===== src/lpfd_pkg.sv =====
// Package for the light profile fraction depth finder.
// Holds widths, the per-mille fraction table and the token and result types.
// No dependencies.
package lpfd_pkg;

   localparam int DEFAULT_DEPTHS = 101;
   localparam int NUM_LEVELS     = 11;
   localparam int NUM_RESULTS    = NUM_LEVELS + 1;
   localparam int SAMPLE_W       = 24;
   localparam int BOTTOM_W       = 7;
   localparam int LEVEL_W        = 4;
   localparam int INDEX_W        = 7;
   localparam int LEFT_W         = $clog2(NUM_RESULTS + 1);
   // sample * 1000 and surface * 900 both fit in 34 signed bits.
   localparam int PROD_W         = 34;
   localparam int SURFACE_SCALE  = 1000;

   localparam logic [BOTTOM_W-1:0] BOTTOM_RESET = BOTTOM_W'(101);
   localparam logic [LEVEL_W-1:0]  LAST_LEVEL   = LEVEL_W'(NUM_LEVELS);

   // Fractions of the surface light, in parts per thousand.
   localparam int FRACTION_PER_MILLE [NUM_LEVELS] =
      '{900, 800, 700, 600, 500, 400, 300, 200, 100, 10, 1};

   // Final answer of one optical level.
   typedef struct packed {
      logic               valid;
      logic [INDEX_W-1:0] where;
   } level_result_type;

   // One sample on its way down the row of level cells.
   typedef struct packed {
      logic                     valid;
      logic                     last;
      logic                     search;
      logic                     full_scan;
      logic signed [PROD_W-1:0] scaled_sample;
      logic signed [SAMPLE_W-1:0] surface;
      logic [INDEX_W-1:0]       idx;
      logic [INDEX_W-1:0]       deepest;
      level_result_type [NUM_LEVELS-1:0] results;
   } token_type;

endpackage


===== src/lpfd_cell.sv =====
// One level cell: tracks the crossing of one fraction of the surface light
// and writes its answer into the end-of-profile token. Depends on lpfd_pkg.
module lpfd_cell #(
   parameter int DEPTHS = lpfd_pkg::DEFAULT_DEPTHS,
   parameter int LEVEL  = 0
) (
   input  logic                clock,
   input  logic                reset,
   input  logic                advance,
   input  lpfd_pkg::token_type token_in,
   output lpfd_pkg::token_type token_out
);
   import lpfd_pkg::*;

   logic                     done_ff, done_in;
   logic                     bad_ff, bad_in;
   logic [INDEX_W-1:0]       index_ff, index_in;
   token_type                token_ff, token_next;
   logic signed [PROD_W-1:0] threshold;
   logic                     step, negative, below;
   level_result_type         answer;

   assign threshold = PROD_W'(token_in.surface) * PROD_W'(FRACTION_PER_MILLE[LEVEL]);
   assign step      = token_in.valid && token_in.search && !done_ff;
   assign negative  = token_in.scaled_sample[PROD_W-1];
   assign below     = (token_in.scaled_sample < threshold);

   // A missing sample closes the level as invalid before the crossing test.
   always_comb begin
      done_in  = done_ff || (step && (negative || below));
      bad_in   = bad_ff || (step && negative);
      index_in = (step && !negative && below) ? token_in.idx : index_ff;

      if (done_in) begin
         answer.valid = !bad_in;
         answer.where = bad_in ? '0 : index_in;
      end else begin
         answer.valid = token_in.full_scan;
         answer.where = token_in.full_scan ? INDEX_W'(DEPTHS - 1) : '0;
      end

      token_next = token_in;
      if (token_in.last) begin
         token_next.results[LEVEL] = answer;
         if (answer.valid) begin
            token_next.deepest = answer.where;
         end
      end
   end

   // Level state; cleared as the last sample of a profile passes.
   always_ff @(posedge clock) begin
      if (reset) begin
         done_ff  <= 1'b0;
         bad_ff   <= 1'b0;
         index_ff <= '0;
      end else if (advance && token_in.valid) begin
         if (token_in.last) begin
            done_ff  <= 1'b0;
            bad_ff   <= 1'b0;
            index_ff <= '0;
         end else begin
            done_ff  <= done_in;
            bad_ff   <= bad_in;
            index_ff <= index_in;
         end
      end
   end

   // Hand the token to the next cell.
   always_ff @(posedge clock) begin
      if (reset) begin
         token_ff <= '0;
      end else if (advance) begin
         token_ff <= token_next;
      end
   end

   assign token_out = token_ff;

endmodule


===== config.mk =====
export PLATFORM = sky130hd
export DESIGN_NAME = lpfd_cell
export DESIGN_NICKNAME = d
export VERILOG_FILES = /design/src/lpfd_pkg.sv /design/src/lpfd_cell.sv
export SDC_FILE = /design/constraint.sdc
export NUM_CORES = 1
export LEC_CHECK = 0
export BUFFER_PORTS_ARGS = -buffer_cell sky130_fd_sc_hd__buf_2
export CAP_MARGIN = 10
export CORE_UTILIZATION = 47
export DETAILED_ROUTE_END_ITERATION = 10
export GPL_TIMING_DRIVEN = 0
export PLACE_DENSITY = 0.78
export SLEW_MARGIN = 5
export SYNTH_ARGS = -nofsm -noshare
export SYNTH_HDL_FRONTEND = slang
export SYNTH_SLANG_ARGS = --single-unit

===== constraint.sdc =====
create_clock -name clock -period 5.9 [get_ports clock]
set_input_delay 0.885 -clock clock [delete_from_list [all_inputs] [get_ports clock]]
set_output_delay 0.885 -clock clock [all_outputs]
set_load 0.01 [all_outputs]

==> results.md <==
- Routed wire per std cell: 18.57 µm
- Arrival @ worst endpoint: 6.50 ns
- Longest Clk Path Bufs: 2
- Clock sink count: 173
- ANT nets after route: 0
- Post-synthesis register bit count: 173
- Relative slew slack: 0.2695
- Final Setup Violations: 22
- WL met1: 12,290 µm
- Final hold vios: 0
- Most common cell after layout, fill and taps aside: buf_2
- Initial antenna violation count: 4
- Synth Area in Simple Gates: 0.1204
- # fillers: 1,650
- Vias: 8,893
- TritonCTS clock tree: yes
- Type of element capturing the critical path: flop
- Post-Synth XOR/XNOR Area: 0.02611
- Pre-CTS setup slack: -1.080 ns
- Sequential cell area: 3463 µm²
- Most common flop cell mapped by yosys: dfxtp_1
- Post-synthesis adder-cell area fraction: 0.2196
- CP Launch Type: primary input
- Largest net degree at the start of global routing: 21
- Unrepaired setup endpoints after global routing: true
- GRT Util Overall: 0.2723
- Die area: 22,000 µm²
- Final period utilization: 1.038
- Die height: 148.3 µm
- Failing checks: negative setup slack
- Yosys warns: 0
- Min-delay worst type: flop to flop
- GP Congestion: 0.8968
- NumNets Final: 1,686
- CP Max Fanout: 7
- Clock Skews: 0.007728 ns
- CTS Root Cell: clkbuf_16
- PortBufs: 328
- Synth Cell Area: 10,060 µm²
- Met2 WL post-DR: 15,790 µm
- Inserted Clock Buffers: 17
- Overflow after GRT: 0
- Outcome: complete, but fails checks
- Syn Nets: 1,317
- Post-Syn Instances: 998
- Tot Pwr: 5269 µW
- CTS Hold Bufs: 0
- Drt first-iter violations: 331
- Layout Cells excl Fill: 1,659
- Multi-input logic area: 7177 µm²
- Leak pwr: 0.006631 µW
- Max-cap violations: 0
- Core ar.: 21,020 µm²
- Worst-path clk slew: 0.07 ns
- Initial DRT Pass Iterations: 5
- Synth Area in Compound Gates: 0.1120
- DR vias/cell: 5.360
- IO Pins: 331
- Sequential cell area fraction in the yosys report: 0.3442
- First-pass GRT wire length: 46,080 µm
- Starting Density: 0.4787
- Netlist cell types: 57
- Row cnt: 53
- Final Max Slew Viols: 0
- Highest clock rate: 163.3 MHz
- Post-synthesis mux area share: 0.1493
- Fraction of layout cells with a size suffix above 1: 0.3667
- Async S/R FF share, synth: 0
- Worst VDD drop: 0.0002225 V
- Post-route DRC: 0
- Combinational family with the most area after synthesis: adder cells
- Placed insts: 1,601
- Detailed placer's ending HPWL: 22,670 µm
- PwrDens: 380.8 nW/µm²
- Routed WL: 30,800 µm
- Most frequent cells in the layout: 316 x buf_2, 187 x nor2_1, 173 x dfxtp_1
- Final worst slack: -0.2256 ns
- Crit path kind: primary input to flop
- Met3 routed WL: 1860 µm
- Fin crit period: 6.126 ns
- Least-Margin Pin Slew: 1.096 ns
- Req. time, crit path: 6.27 ns
- Post-synth EDFFs: 0
- Area delta synth->final: 37.52%
- Mapped Avg Cell Area: 10.08 µm²
- Vias in the first global route: 8,863
- Die Width: 148.3 µm
- # H-tree levels: 4
- Worst-Skew Late Latency: 0.43 ns
- Highest metal used: met5
[cell usage after synthesis (6+ instances only)]
master	n	area, µm²
a211oi_1	10	75.07
o21ai_0	19	95.09
o21bai_1	6	45.04
a21oi_1	32	160.2
buf_1	15	56.30
mux2i_1	149	1491
a311oi_1	14	122.6
fa_1	41	820.8
a21o_1	11	82.58
nand4_1	9	56.30
clkbuf_1	26	97.59
a22o_1	8	70.07
ha_1	111	1389
nand2b_1	12	75.07
nand3_1	16	80.08
o21ai_2	7	61.31
xnor2_1	14	122.6
nand2_1	18	67.56
xor2_1	16	140.1
nor3b_1	7	52.55
o21a_1	11	82.58
nor2_1	187	701.9
dfxtp_1	173	3463
inv_1	24	90.09
[routing by layer]
metal / GRT usage / vias up
met3: 0.06012 / 58
met2: 0.4840 / 308
li1: - / 4269
met1: 0.3166 / 4256
met5: 0 / -
met4: 0.1077 / 2
[final cells by class]
cell class / instances / share of cell area
Buffer: 42 / 0.01221
Inverter: 24 / 0.006511
Sequential cell: 173 / 0.2503
Tap cell: 275 / 0.02487
Clock buffer: 17 / 0.03074
Timing Repair Buffer: 353 / 0.1404
Clock inverter: 15 / 0.01555
Antenna cell: 4 / 0.0007234
Multi-Input combinational cell: 756 / 0.5187
[state kept, by name, summed over array words and instances, names as in the netlist]
name       cells
token_out    164
index_ff       7
bad_ff         1
done_ff        1
[repair_timing]
item / CTS / global route
endpoints found under the setup margin: 23 / 23
gates cloned: 0 / 0
buffers inserted: 16 / 10
resized for setup: 81 / 44
pin swaps: 59 / 65
[worst paths after layout]
path	start	end	slack, ns	cells after the start
setup / recovery	token_in[103]	index_ff[1]$_SDFFE_PP0P_	-0.23	24
hold / removal	token_out[163]$_SDFFE_PP0P_	token_out[163]$_SDFFE_PP0P_	0.48	2
setup reg to reg	done_ff$_SDFFE_PP0P_	index_ff[1]$_SDFFE_PP0P_	3.89	6
hold reg to reg	token_out[163]$_SDFFE_PP0P_	token_out[163]$_SDFFE_PP0P_	0.48	2
[stage by stage]
step	instance area (µm²)	hold slack, ns	utilization	TNS, ns
finish	13840	0.4781	0.6582	-3.117
global route	13830	0.5134	0.6581	-7.023
CTS	13510	0.4769	0.6429	-0.8446
detailed placement	12190	0.4586	0.5800	-22.85
global placement	12190	0.4523	0.5800	-21.56
floorplan	10210	0.4407	-	0
[critical path, cell delays in order]
cell,delay (ns)
buf_12,0.12
ha_4,0.28
xor2_2,0.17
ha_4,0.23
fa_1,0.58
ha_4,0.22
fa_2,0.36
a211oi_2,0.32
o21ai_2,0.11
nand4_1,0.15
a31oi_2,0.13
a211oi_2,0.39
o21ai_2,0.11
a21oi_2,0.16
xnor2_1,0.10
ha_1,0.35
nand4_1,0.20
a21oi_2,0.27
nor2_4,0.08
and3_4,0.19
a41o_4,0.23
or3_4,0.34
a31oi_4,0.30
a22o_1,0.22
[logic make-up (layout without fill, tap and decap cells)]
family,after synthesis,in the layout
DFF,173,173
and+or+nand+nor,273,273
muxes,150,150
other,0,4
AOI/OAI and AO/OA,151,151
xor gates and xnor gates,30,30
buffers and inverters,69,451
adders and majority gates,152,152
[power breakdown]
group	switching, µW	leakage [µW]	internal (µW)	total (µW)
logic	1500	0.00489	1280	2790
registers	35.4	0.00143	1240	1270
clock network	586	0.000310	624	1210
Note: power is estimated with default switching activity, not from simulation.
