`src/lpfd_pkg.sv`:
```
// Package for the light profile fraction depth finder.
// Holds widths, the per-mille fraction table and the token and result types.
// No dependencies.
package lpfd_pkg;

   localparam int DEFAULT_DEPTHS = 101;
   localparam int NUM_LEVELS     = 11;
   localparam int NUM_RESULTS    = NUM_LEVELS + 1;
   localparam int SAMPLE_W       = 24;
   localparam int BOTTOM_W       = 7;
   localparam int LEVEL_W        = 4;
   localparam int INDEX_W        = 7;
   localparam int LEFT_W         = $clog2(NUM_RESULTS + 1);
   // sample * 1000 and surface * 900 both fit in 34 signed bits.
   localparam int PROD_W         = 34;
   localparam int SURFACE_SCALE  = 1000;

   localparam logic [BOTTOM_W-1:0] BOTTOM_RESET = BOTTOM_W'(101);
   localparam logic [LEVEL_W-1:0]  LAST_LEVEL   = LEVEL_W'(NUM_LEVELS);

   // Fractions of the surface light, in parts per thousand.
   localparam int FRACTION_PER_MILLE [NUM_LEVELS] =
      '{900, 800, 700, 600, 500, 400, 300, 200, 100, 10, 1};

   // Final answer of one optical level.
   typedef struct packed {
      logic               valid;
      logic [INDEX_W-1:0] where;
   } level_result_type;

   // One sample on its way down the row of level cells.
   typedef struct packed {
      logic                     valid;
      logic                     last;
      logic                     search;
      logic                     full_scan;
      logic signed [PROD_W-1:0] scaled_sample;
      logic signed [SAMPLE_W-1:0] surface;
      logic [INDEX_W-1:0]       idx;
      logic [INDEX_W-1:0]       deepest;
      level_result_type [NUM_LEVELS-1:0] results;
   } token_type;

endpackage

```
`src/lpfd_ifs.sv`:
```


interface lpfd_rsp_if;
   logic                             valid;
   logic                             ready;
   logic [lpfd_pkg::LEVEL_W-1:0]     level;
   logic                             level_valid;
   logic [lpfd_pkg::INDEX_W-1:0]     crossing_index;
   logic [lpfd_pkg::INDEX_W-1:0]     deepest_plus_one;
   logic                             last_result;

   modport source (output valid, output level, output level_valid, output crossing_index,
                   output deepest_plus_one, output last_result, input ready);
   modport sink (input valid, input level, input level_valid, input crossing_index,
                 input deepest_plus_one, input last_result, output ready);
endinterface


```
`src/lpfd_emit.sv`:
```
// Result emitter: holds the twelve answers of a finished profile and sends
// them one per handshake, level 0 first. Depends on lpfd_pkg and lpfd_ifs.
module lpfd_emit (
   input  logic                clock,
   input  logic                reset,
   input  lpfd_pkg::token_type token_in,
   input  logic                advance,
   output logic                load_ok,
   lpfd_rsp_if.source          rsp_ch
);
   import lpfd_pkg::*;

   level_result_type [NUM_RESULTS-1:0] hold_ff, hold_in;
   logic [INDEX_W-1:0]                 deepest_ff;
   logic [LEFT_W-1:0]                  left_ff, left_in;
   logic [LEVEL_W-1:0]                 level_ff, level_in;
   logic                               send;
   logic                               load;

   assign send    = rsp_ch.valid && rsp_ch.ready;
   assign load_ok = (left_ff == '0) || ((left_ff == LEFT_W'(1)) && rsp_ch.ready);
   assign load    = token_in.valid && token_in.last && advance;

   // Load a fresh set, or shift the held answers toward the output.
   always_comb begin
      hold_in  = hold_ff;
      left_in  = left_ff;
      level_in = level_ff;
      if (load) begin
         hold_in[0].valid = 1'b1;
         hold_in[0].where = '0;
         for (int k = 0; k < NUM_LEVELS; k++) begin
            hold_in[k + 1] = token_in.results[k];
         end
         left_in  = LEFT_W'(NUM_RESULTS);
         level_in = '0;
      end else if (send) begin
         for (int k = 0; k < NUM_RESULTS - 1; k++) begin
            hold_in[k] = hold_ff[k + 1];
         end
         left_in  = left_ff - LEFT_W'(1);
         level_in = level_ff + LEVEL_W'(1);
      end
   end

   always_ff @(posedge clock) begin
      if (reset) begin
         left_ff  <= '0;
         level_ff <= '0;
      end else begin
         left_ff  <= left_in;
         level_ff <= level_in;
      end
   end

   // Answer payload needs no reset.
   always_ff @(posedge clock) begin
      hold_ff <= hold_in;
      if (load) begin
         deepest_ff <= token_in.deepest;
      end
   end

   assign rsp_ch.valid            = (left_ff != '0);
   assign rsp_ch.level            = level_ff;
   assign rsp_ch.level_valid      = hold_ff[0].valid;
   assign rsp_ch.crossing_index   = hold_ff[0].where;
   assign rsp_ch.deepest_plus_one = deepest_ff + INDEX_W'(1);
   assign rsp_ch.last_result      = (level_ff == LAST_LEVEL);

endmodule

```
`src/flat_wrapper.sv`:
```
// flat-port wrapper written by rule: the top's interface ports become plain ports
module lpfd_emit_flat import lpfd_pkg::*;
  (clock, reset, token_in, advance, load_ok, rsp_ch_valid, rsp_ch_level, rsp_ch_level_valid, rsp_ch_crossing_index, rsp_ch_deepest_plus_one, rsp_ch_last_result, rsp_ch_ready);
  lpfd_rsp_if rsp_ch_i ();
  input  logic clock;
  input  logic reset;
  input  lpfd_pkg::token_type token_in;
  input  logic advance;
  output logic load_ok;
  output wire logic [$bits(rsp_ch_i.valid)-1:0] rsp_ch_valid;
  output wire logic [$bits(rsp_ch_i.level)-1:0] rsp_ch_level;
  output wire logic [$bits(rsp_ch_i.level_valid)-1:0] rsp_ch_level_valid;
  output wire logic [$bits(rsp_ch_i.crossing_index)-1:0] rsp_ch_crossing_index;
  output wire logic [$bits(rsp_ch_i.deepest_plus_one)-1:0] rsp_ch_deepest_plus_one;
  output wire logic [$bits(rsp_ch_i.last_result)-1:0] rsp_ch_last_result;
  input wire logic [$bits(rsp_ch_i.ready)-1:0] rsp_ch_ready;
  assign rsp_ch_valid = rsp_ch_i.valid;
  assign rsp_ch_level = rsp_ch_i.level;
  assign rsp_ch_level_valid = rsp_ch_i.level_valid;
  assign rsp_ch_crossing_index = rsp_ch_i.crossing_index;
  assign rsp_ch_deepest_plus_one = rsp_ch_i.deepest_plus_one;
  assign rsp_ch_last_result = rsp_ch_i.last_result;
  assign rsp_ch_i.ready = rsp_ch_ready;
  lpfd_emit u_core (.clock(clock), .reset(reset), .token_in(token_in), .advance(advance), .load_ok(load_ok), .rsp_ch(rsp_ch_i));
endmodule
```
`config.mk`:
```
export PLATFORM = sky130hd
export DESIGN_NAME = lpfd_emit_flat
export DESIGN_NICKNAME = d
export VERILOG_FILES = /design/src/lpfd_pkg.sv /design/src/lpfd_ifs.sv /design/src/lpfd_emit.sv /design/src/flat_wrapper.sv
export SDC_FILE = /design/constraint.sdc
export NUM_CORES = 1
export LEC_CHECK = 0
export BUFFER_PORTS_ARGS = -buffer_cell sky130_fd_sc_hd__buf_2
export CORE_ASPECT_RATIO = 1.2
export CORE_UTILIZATION = 53
export CTS_CLUSTER_DIAMETER = 80
export DETAILED_ROUTE_END_ITERATION = 10
export PLACE_DENSITY = 0.86
export SETUP_SLACK_MARGIN = 0.5
export SLEW_MARGIN = 20
export SYNTH_ARGS = -nofsm -noshare
export SYNTH_HDL_FRONTEND = slang
export SYNTH_SLANG_ARGS = --single-unit
```
`constraint.sdc`:
```
create_clock -name clock -period 10.6 [get_ports clock]
set_input_delay 2.65 -clock clock [delete_from_list [all_inputs] [get_ports clock]]
set_output_delay 2.65 -clock clock [all_outputs]
set_load 0.03 [all_outputs]
```
==> metrics.yaml <==
pwr:
  p_total_mw: 1.128
  power.leakage_nw: 2.303
  vdd_drop_max_uv: 103.6
  p_per_area_nw_per_um2: 198.5
layout:
  stdcell_area_sq_um: 5684
  diodes: 0
  nets: 740
  areaGrowthSynthToFinish_pct: 15.57
  final_util: 0.6292
  drive_gt1_frac: 0.2535
  layout.cells.non_filler: 692
clock_tree:
  clk_pin_slew_ns: 0.09
  tritoncts: "built"
  post_cts_buffers: 0
  ctsLongestPathBuffers: 2
  clk_latency_ns: 0.36
  cts_max_level: 3
  cts_hold_buf: 0
  numCtsBuffers: 9
  clockRootBuffer: "clkbuf_8"
  cts_resized: 0
  cts_sinks: 111
timing:
  finalSetupTns_ns: 0
  clock_skew_ns: 0.008853
  period_share: 0.5826
  layout_setup_ws_ns: 4.425
  tightest_slew_ns: 1.054
  min_period_ns: 6.175
  maxSlewHeadroom: 0.2973
  finalHoldViolCount: 0
  setup_viol: 0
  rsz0062_at_grt: "no"
  hold_ws_ns: 0.4816
  max_freq_ghz: 0.1619
  slew_viol_final: 0
drt:
  drc: 0
  drtIter0Drc: 256
  dr.pass1.iters: 4
  ant_nets: 0
  wl_mm: 9.918
  wl_per_cell_um: 14.33
  vias: 3711
  viasPerCell: 5.363
synthesis:
  ys_seq_area_frac: 0.6451
  synth_top_family_by_area: "simple AND/OR/NAND/NOR gates"
  synth_compound_area_frac: 0.1160
  synth-seq-cells: 111
  yosysUniqueCellTypes: 31
  avgSynthCellArea_sq_um: 10.46
  synthMuxAreaShare: 0
  yosysWarnings: 0
  synthXorXnorAreaFrac: 0.008904
  yosysTopAreaCell: "edfxtp_1"
  synthTopCellsByArea: "edfxtp_1 58%, nand2_1 12%, o21ai_0 8.1%"
  syn_nets: 643
  synth_fa_ha_area_frac: 0.01272
  syn_area_sq_um: 4918
  synth.top_cell.area_share: 0.5800
  synth_cells: 470
  synthSimpleGateAreaFrac: 0.1610
setup_path:
  cp-start-kind: "input pin"
  worstRegToRegCells: 6
  worstPathMaxFanout: 18
  path_class: "input pin to primary output"
  arrival_ns: 3.53
  cp.required_ns: 7.95
  cp-end-kind: "primary output"
placement:
  io_buffers: 122
  place.gp.congestion: 0.7668
  dp_slack_ns: 4.433
  placed_area_sq_um: 5469
  place_inst: 676
  dp_hpwl_mm: 6.427
floorplanning:
  rows: 38
  die_y_um: 107.5
  start_util: 0.5445
  dieArea_sq_um: 9671
  die_width_um: 89.94
  io_pins: 190
  core-area_sq_um: 9034
min_path:
  hold_depth: 2
  hold_path.class: "flip-flop to flip-flop"
status:
  status: "complete, no violations"
global_routing:
  grt_pass1_vias: 3541
  grt_pass1_wl_mm: 16.15
  grt_max_degree: 87
  overflow: 0
  track_usage: 0.2109
  antenna_found_initial: 0
job:
  maxCapViolations: 0
## power breakdown
part           switching (mW)  total (mW)  internal, mW
sequential             0.0307       0.620         0.590
combinational           0.174       0.244        0.0704
clock                   0.136       0.264         0.128
## placed cells by master, fill, tap and decap left out, types with 5 or more instances in the layout
cell	n
ha_1	5
edfxtp_1	95
o21ai_0	80
o21ai_1	11
nand2_1	162
dfxtp_1	16
buf_2	122
nand3_1	15
inv_1	5
a21oi_1	14
clkbuf_8	11
## sequential cells by signal (all words and copies together), names as in the netlist
signal / cells
u_core.deepest_ff: 7
u_core.hold_ff: 88
u_core.left_ff: 4
u_core.rsp_ch.crossing_index: 7
u_core.rsp_ch.level: 4
u_core.rsp_ch.level_valid: 1
## cell families (layout without fill, tap and decap cells)
kind of cell	after synthesis	count (layout)
buffers and inverters	46	148
AND/OR/NAND/NOR	192	192
AO/OA/AOI/OAI	111	111
flip-flops	111	111
adder cells (fa/ha/maj)	5	5
XOR/XNOR	5	5
## worst paths after layout
check,from,end,slack (ns)
setup reg to reg,u_core.left_ff[0]$_SDFFE_PP0N_,u_core.hold_ff[49]$_DFFE_PP_,7.26
hold reg to reg,u_core.rsp_ch.crossing_index[6]$_SDFFE_PP0N_,u_core.rsp_ch.crossing_index[6]$_SDFFE_PP0N_,0.48
hold / removal,u_core.rsp_ch.crossing_index[6]$_SDFFE_PP0N_,u_core.rsp_ch.crossing_index[6]$_SDFFE_PP0N_,0.48
setup / recovery,rsp_ch_ready,load_ok,4.42
## synth_stat cells
| cell type | instances |
|---|---|
| or4_1 | 2 |
| o21ai_1 | 11 |
| dfxtp_1 | 16 |
| clkbuf_2 | 1 |
| nor3_1 | 2 |
| or3_1 | 2 |
| o31ai_1 | 2 |
| nor3b_1 | 1 |
| o21ai_0 | 80 |
| nand2b_1 | 1 |
| xnor2_1 | 3 |
| buf_1 | 1 |
| ha_1 | 5 |
| nand2_1 | 163 |
| nor3b_4 | 1 |
| a311oi_1 | 1 |
| a21oi_1 | 14 |
| buf_4 | 8 |
| inv_1 | 5 |
| clkbuf_1 | 10 |
| and3_1 | 2 |
| buf_6 | 8 |
| a31oi_1 | 2 |
| a31o_1 | 1 |
| edfxtp_1 | 95 |
| nand3_1 | 16 |
| inv_2 | 3 |
| nand4_1 | 1 |
| buf_2 | 10 |
| nand2_4 | 1 |
| xor2_1 | 2 |
## metal layers
layer	vias to the layer above	track usage	part of all wire
met3	21	0.02966	0.050
met4	0	0.09677	0.026
met2	140	0.3637	0.51
li1	1816	-	-
met1	1734	0.2655	0.41
met5	-	0	0
## worst max-delay path: stages
cell     delay [ns]
buf_2          0.32
a21oi_1        0.13
nor3_1         0.19
buf_2          0.24
## final cells by class
cell class	instances	area, sq um
repair buffers	124	625.6
clock inverters	1	6.256
flip-flops and latches	111	3173
multi-input cells	313	1489
clock buffers	15	209.0
well taps	120	150.1
inverters	8	31.28
fillers	775	3349
No activity file was read; power rests on OpenSTA's default activity.
