`config.mk`:
```
export PLATFORM = sky130hd
export DESIGN_NAME = lpfd_entry
export DESIGN_NICKNAME = d
export VERILOG_FILES = /design/src/lpfd_pkg.sv /design/src/lpfd_entry.sv
export SDC_FILE = /design/constraint.sdc
export NUM_CORES = 1
export LEC_CHECK = 0
export BUFFER_PORTS_ARGS = -buffer_cell sky130_fd_sc_hd__buf_2
export CAP_MARGIN = 20
export CELL_PAD_IN_SITES_DETAIL_PLACEMENT = 0
export CELL_PAD_IN_SITES_GLOBAL_PLACEMENT = 2
export CORE_ASPECT_RATIO = 1.5
export CORE_MARGIN = 2
export CORE_UTILIZATION = 30
export DETAILED_ROUTE_END_ITERATION = 8
export PLACE_DENSITY = 0.76
export SYNTH_ARGS = -nofsm -noshare
export SYNTH_HDL_FRONTEND = slang
export SYNTH_SLANG_ARGS = --single-unit
```
`constraint.sdc`:
```
create_clock -name clock -period 3.95 [get_ports clock]
set_input_delay 0.395 -clock clock [delete_from_list [all_inputs] [get_ports clock]]
set_output_delay 0.395 -clock clock [all_outputs]
set_load 0.03 [all_outputs]
```
`src/lpfd_pkg.sv`:
```
// Package for the light profile fraction depth finder.
// Holds widths, the per-mille fraction table and the token and result types.
// No dependencies.
package lpfd_pkg;

   localparam int DEFAULT_DEPTHS = 101;
   localparam int NUM_LEVELS     = 11;
   localparam int NUM_RESULTS    = NUM_LEVELS + 1;
   localparam int SAMPLE_W       = 24;
   localparam int BOTTOM_W       = 7;
   localparam int LEVEL_W        = 4;
   localparam int INDEX_W        = 7;
   localparam int LEFT_W         = $clog2(NUM_RESULTS + 1);
   // sample * 1000 and surface * 900 both fit in 34 signed bits.
   localparam int PROD_W         = 34;
   localparam int SURFACE_SCALE  = 1000;

   localparam logic [BOTTOM_W-1:0] BOTTOM_RESET = BOTTOM_W'(101);
   localparam logic [LEVEL_W-1:0]  LAST_LEVEL   = LEVEL_W'(NUM_LEVELS);

   // Fractions of the surface light, in parts per thousand.
   localparam int FRACTION_PER_MILLE [NUM_LEVELS] =
      '{900, 800, 700, 600, 500, 400, 300, 200, 100, 10, 1};

   // Final answer of one optical level.
   typedef struct packed {
      logic               valid;
      logic [INDEX_W-1:0] where;
   } level_result_type;

   // One sample on its way down the row of level cells.
   typedef struct packed {
      logic                     valid;
      logic                     last;
      logic                     search;
      logic                     full_scan;
      logic signed [PROD_W-1:0] scaled_sample;
      logic signed [SAMPLE_W-1:0] surface;
      logic [INDEX_W-1:0]       idx;
      logic [INDEX_W-1:0]       deepest;
      level_result_type [NUM_LEVELS-1:0] results;
   } token_type;

endpackage

```
`src/lpfd_entry.sv`:
```
// Entry stage: counts samples, keeps the surface value and builds the token
// that travels down the level cells. Depends on lpfd_pkg.
module lpfd_entry #(
   parameter int DEPTHS = lpfd_pkg::DEFAULT_DEPTHS
) (
   input  logic                                 clock,
   input  logic                                 reset,
   input  logic                                 advance,
   input  logic                                 req_valid,
   input  logic signed [lpfd_pkg::SAMPLE_W-1:0] light_sample,
   input  logic [lpfd_pkg::BOTTOM_W-1:0]        bottom_count,
   output lpfd_pkg::token_type                  token_out
);
   import lpfd_pkg::*;

   localparam int IDX_W = $clog2(DEPTHS);
   localparam int CMP_W = ((IDX_W > BOTTOM_W) ? IDX_W : BOTTOM_W) + 1;

   logic [IDX_W-1:0]           sample_count_ff, sample_count_in;
   logic signed [SAMPLE_W-1:0] surface_ff, surface_in;
   token_type                  token_ff, token_in;
   logic                       accept;
   logic                       is_last;

   assign accept  = req_valid && advance;
   assign is_last = (sample_count_ff == IDX_W'(DEPTHS - 1));

   // The surface sample is its own reference.
   always_comb begin
      surface_in = (sample_count_ff == '0) ? light_sample : surface_ff;
      sample_count_in = is_last ? '0 : sample_count_ff + IDX_W'(1);

      token_in               = '0;
      token_in.valid         = req_valid;
      token_in.last          = is_last;
      token_in.search        = (CMP_W'(sample_count_ff) < CMP_W'(bottom_count));
      token_in.full_scan     = (CMP_W'(bottom_count) >= CMP_W'(DEPTHS));
      token_in.scaled_sample = PROD_W'(light_sample) * PROD_W'(SURFACE_SCALE);
      token_in.surface       = surface_in;
      token_in.idx           = INDEX_W'(sample_count_ff);
      // Level 0 is always valid at index 0.
      token_in.deepest       = '0;
   end

   // Sample position and surface register.
   always_ff @(posedge clock) begin
      if (reset) begin
         sample_count_ff <= '0;
         surface_ff      <= '0;
      end else if (accept) begin
         sample_count_ff <= sample_count_in;
         surface_ff      <= surface_in;
      end
   end

   // Token register feeding the first cell.
   always_ff @(posedge clock) begin
      if (reset) begin
         token_ff <= '0;
      end else if (advance) begin
         token_ff <= token_in;
      end
   end

   assign token_out = token_ff;

endmodule

```
==> impl_results.rst <==
.. list-table::
   :header-rows: 1

   * - Metric
     - Value
   * - Final Net Count
     - 1613
   * - Synth area leader
     - sky130_fd_sc_hd__dfxtp_1
   * - Number of core rows
     - 80
   * - Setup repair after global routing missed its margin
     - yes
   * - Element type at the critical path end
     - flip-flop
   * - Endpoints failing hold
     - 0
   * - Commonest cells in the synthesized netlist
     - sky130_fd_sc_hd__inv_1 (235), sky130_fd_sc_hd__nor2_1 (103), sky130_fd_sc_hd__buf_4 (99)
   * - Part of the Yosys area used for sequential elements
     - 20.2%
   * - Total power of the final layout
     - 10.5 mW
   * - Number of buffers created by CTS
     - 9
   * - Required time at the worst-slack endpoint
     - 4.26 ns
   * - CTS Hold Bufs
     - 0
   * - Fmax
     - 242 MHz
   * - Arrival time of data at the critical path endpoint
     - 4.44 ns
   * - Cell Area, Synth
     - 9600 sq um
   * - Count of synthesis-stage warnings from yosys
     - 0
   * - Horizontal extent of the die
     - 150 microns
   * - Run status
     - finished, violations left
   * - Placement-stage cell area
     - 11400 sq um
   * - Distinct cells, synth
     - 67
   * - Total power per unit cell area
     - 822 nW/um^2
   * - Area used by sequential logic in the layout
     - 1940 sq um
   * - Sinks on the clock net
     - 97
   * - Met2 GRT Util
     - 30.6%
   * - Library cell contributing the largest single delay on the critical path
     - sky130_fd_sc_hd__fa_1
   * - Overflow left after global routing
     - 0
   * - Critical path class
     - input port to flip-flop
   * - Routability cong.
     - 0.812
   * - Layout Skew
     - 0.00862 ns
   * - Via density
     - 4.42
   * - Die Y-Extent
     - 223 microns
   * - Synthesis-stage register bit count
     - 97
   * - Number of non-filler instances in the completed layout
     - 1812
   * - Global-route layer with the greatest usage
     - met2
   * - Worst slew pin tran
     - 1.10 ns
   * - CP startpoint kind
     - input port
   * - Clock Tree Buf Depth
     - 2
   * - Worst-path fanout max
     - 5
   * - Number of filler instances in the final layout
     - 3305
   * - Async S/R FF share, synth
     - 0%
   * - Clock-pin transition on the worst setup and hold timing paths
     - 0.08 ns
   * - Final number of max-transition violations
     - 0
   * - Post-Syn Area per Cell
     - 8.39 sq um
   * - Final cell utilization of the core
     - 40.2%
   * - Gate count of the mapped netlist
     - 1144
   * - Fin crit period
     - 4.12 ns
   * - Summed area of non-filler cells in the final layout
     - 12700 sq um
   * - DRC violation count after routing
     - 0
   * - Final cycle utilization of the critical path
     - 104%
   * - Area share of the largest cell type after synthesis
     - 20.2%
   * - Count of endpoints failing setup in the final report
     - 14
   * - CP max stage delay
     - 0.57 ns
   * - Most common cell in the synthesized netlist
     - sky130_fd_sc_hd__inv_1
   * - Leakage
     - 6.24 nW
   * - Core footprint
     - 31600 sq um
   * - Worst Setup Slack, final
     - -0.174 ns
   * - TritonCTS clock tree
     - yes
   * - Number of levels the H-tree was split into
     - 3
   * - Remaining antenna violation count
     - 0
   * - Initial core utilization
     - 30.4%
   * - Number of placed cells counting well taps
     - 1756
   * - Library cell used as clock root buffer
     - sky130_fd_sc_hd__clkbuf_16
   * - Top-level port count
     - 199
   * - Total via count in the routed design
     - 8003
   * - Top cells by area, synth
     - sky130_fd_sc_hd__dfxtp_1 (20%), sky130_fd_sc_hd__fa_1 (19%), sky130_fd_sc_hd__ha_1 (12%)
   * - Largest net degree at the start of global routing
     - 69
   * - Critical path, cell by cell
     - buf_8 -> clkinvlp_4 -> buf_6 -> fa_1 -> fa_1 -> inv_2 -> fa_1 -> inv_2 -> fa_2 -> inv_2 -> ha_4 -> nand3_4 -> nor2_4 -> a21boi_4 -> o21ai_4 -> a2111oi_4 -> a31oi_1 -> o211ai_1
   * - Worst max-slew margin expressed relative to the limit
     - 26.2%
   * - Worst hold slack across all endpoints
     - 0.317 ns
   * - Global Route met1 Usage
     - 17.3%
   * - Top FF cell, synth
     - sky130_fd_sc_hd__dfxtp_1
   * - Dpl hpwl
     - 20.8 mm
   * - Global router's overall resource usage
     - 16.1%
   * - Via count of the first global-routing pass
     - 8133
   * - Worst-Skew Late Latency
     - 0.38 ns
   * - Area enclosed by the die boundary
     - 33500 sq um
   * - Global-route wire length before repair
     - 41.6 mm
   * - Met3 GRT Util
     - 1.66%
   * - Number of iterations in the first detailed-routing pass
     - 4
   * - Layout cell share with drive strength beyond 1
     - 31.8%
   * - Input/output buffers
     - 100
   * - Routed Wire Length
     - 26.4 mm
   * - Failing checks
     - setup timing
   * - Number of antenna violations at the first check in global routing
     - 1
   * - Number of flops mapped to enable cells by yosys
     - 0
   * - DR iter-0 viols
     - 268
   * - Combined area of the multi-input logic cells
     - 6990 sq um
   * - Class of the tightest hold or removal check
     - input port to flip-flop
   * - Area growth from synthesis to final layout
     - 32.5%
   * - IR Drop Worst-Case VDD
     - 0.000427 V
   * - Detailed-route wire length per cell
     - 14.6 microns
   * - Count of max-cap constraint violations
     - 0
-- critical path: cells and delay by family --
kind / cells / cell delay (ns)
buffers and inverters: 6 / 0.47
and+or+nand+nor: 2 / 0.25
adders and majority gates: 5 / 2.40
AOI/OAI and AO/OA: 5 / 0.91
-- registers in the layout, summed over array words and instances, names as in the netlist --
name	cells
sample_count_ff	7
token_out	66
surface_ff	24
-- layout make-up --
cell class | instances | share of cell area, %
diodes | 1 | 0.0197
inverters | 236 | 7.35
repair buffers | 283 | 16.1
multi-input cells | 769 | 54.9
well taps | 410 | 4.03
clock inverters | 6 | 0.482
clock buffers | 10 | 1.80
flip-flops and latches | 97 | 15.3
-- placed cells by master (no fill, tap or decap), types with 4 or more instances in the layout --
master,count
sky130_fd_sc_hd__a211oi_1,8
sky130_fd_sc_hd__a211oi_2,20
sky130_fd_sc_hd__a21o_1,11
sky130_fd_sc_hd__a21oi_1,61
sky130_fd_sc_hd__a21oi_2,7
sky130_fd_sc_hd__a21oi_4,8
sky130_fd_sc_hd__and3_1,5
sky130_fd_sc_hd__buf_2,87
sky130_fd_sc_hd__buf_4,165
sky130_fd_sc_hd__buf_6,25
sky130_fd_sc_hd__buf_8,5
sky130_fd_sc_hd__clkbuf_16,9
sky130_fd_sc_hd__clkinvlp_4,14
sky130_fd_sc_hd__conb_1,98
sky130_fd_sc_hd__dfxtp_1,97
sky130_fd_sc_hd__fa_1,87
sky130_fd_sc_hd__ha_1,72
sky130_fd_sc_hd__ha_4,21
sky130_fd_sc_hd__inv_1,199
sky130_fd_sc_hd__inv_2,23
sky130_fd_sc_hd__mux2i_1,25
sky130_fd_sc_hd__nand2_1,90
sky130_fd_sc_hd__nand3_1,14
sky130_fd_sc_hd__nand4_1,5
sky130_fd_sc_hd__nor2_1,99
sky130_fd_sc_hd__nor3_1,7
sky130_fd_sc_hd__o211ai_1,9
sky130_fd_sc_hd__o21a_1,4
sky130_fd_sc_hd__o21ai_0,4
sky130_fd_sc_hd__o21ai_1,8
sky130_fd_sc_hd__xnor2_1,10
sky130_fd_sc_hd__xor2_1,10
-- kinds of logic after synthesis --
kind of cell / share of synthesized area [%]
AO/OA/AOI/OAI: 13.8
XOR/XNOR: 2.37
adder cells (fa/ha/maj): 30.7
buffers and inverters: 18.9
flip-flops: 20.2
multiplexers: 2.61
other: 0.0391
AND/OR/NAND/NOR: 11.4
-- path summary, 6_finish.rpt --
kind,depth (start not counted),from,endpoint,slack (ns)
setup / recovery,18,light_sample[8],token_out[155]$_SDFFE_PP0P_,-0.17
setup reg to reg,7,sample_count_ff[0]$_SDFFE_PP0P_,surface_ff[11]$_SDFFE_PP0P_,1.45
hold reg to reg,2,surface_ff[15]$_SDFFE_PP0P_,surface_ff[15]$_SDFFE_PP0P_,0.46
hold / removal,3,req_valid,sample_count_ff[1]$_SDFFE_PP0P_,0.32
-- layer usage --
metal  up-vias  part of all wire, %
met5         -                    0
met4         0                  3.8
met3        37                  3.0
met2       189                   55
met1      3840                   38
li1       3937                    -
-- power breakdown --
group | total [mW] | leakage, nW | switching [mW] | internal [mW]
registers | 1.18 | 0.797 | 0.0692 | 1.11
logic | 8.37 | 5.31 | 4.36 | 4.00
clock network | 0.911 | 0.138 | 0.467 | 0.444
-- per-stage QoR --
step,worst slack [ns],TNS (ns)
3_5_place_dp,-0.671,-11.26
6_report,-0.174,-1.45
4_1_cts,-0.164,-0.464
5_1_grt,-0.305,-3.65
3_3_place_gp,-0.630,-10.80
2_1_floorplan,-0.339,-1.73
-- repair_timing --
item                       in CTS  in global routing
setup endpoints to repair      20                 20
buffers inserted               25                 15
pin swaps                      77                 75
gates resized for setup        82                 65
hold endpoints to repair        0                  0
Power figures use the tool's default switching activity.
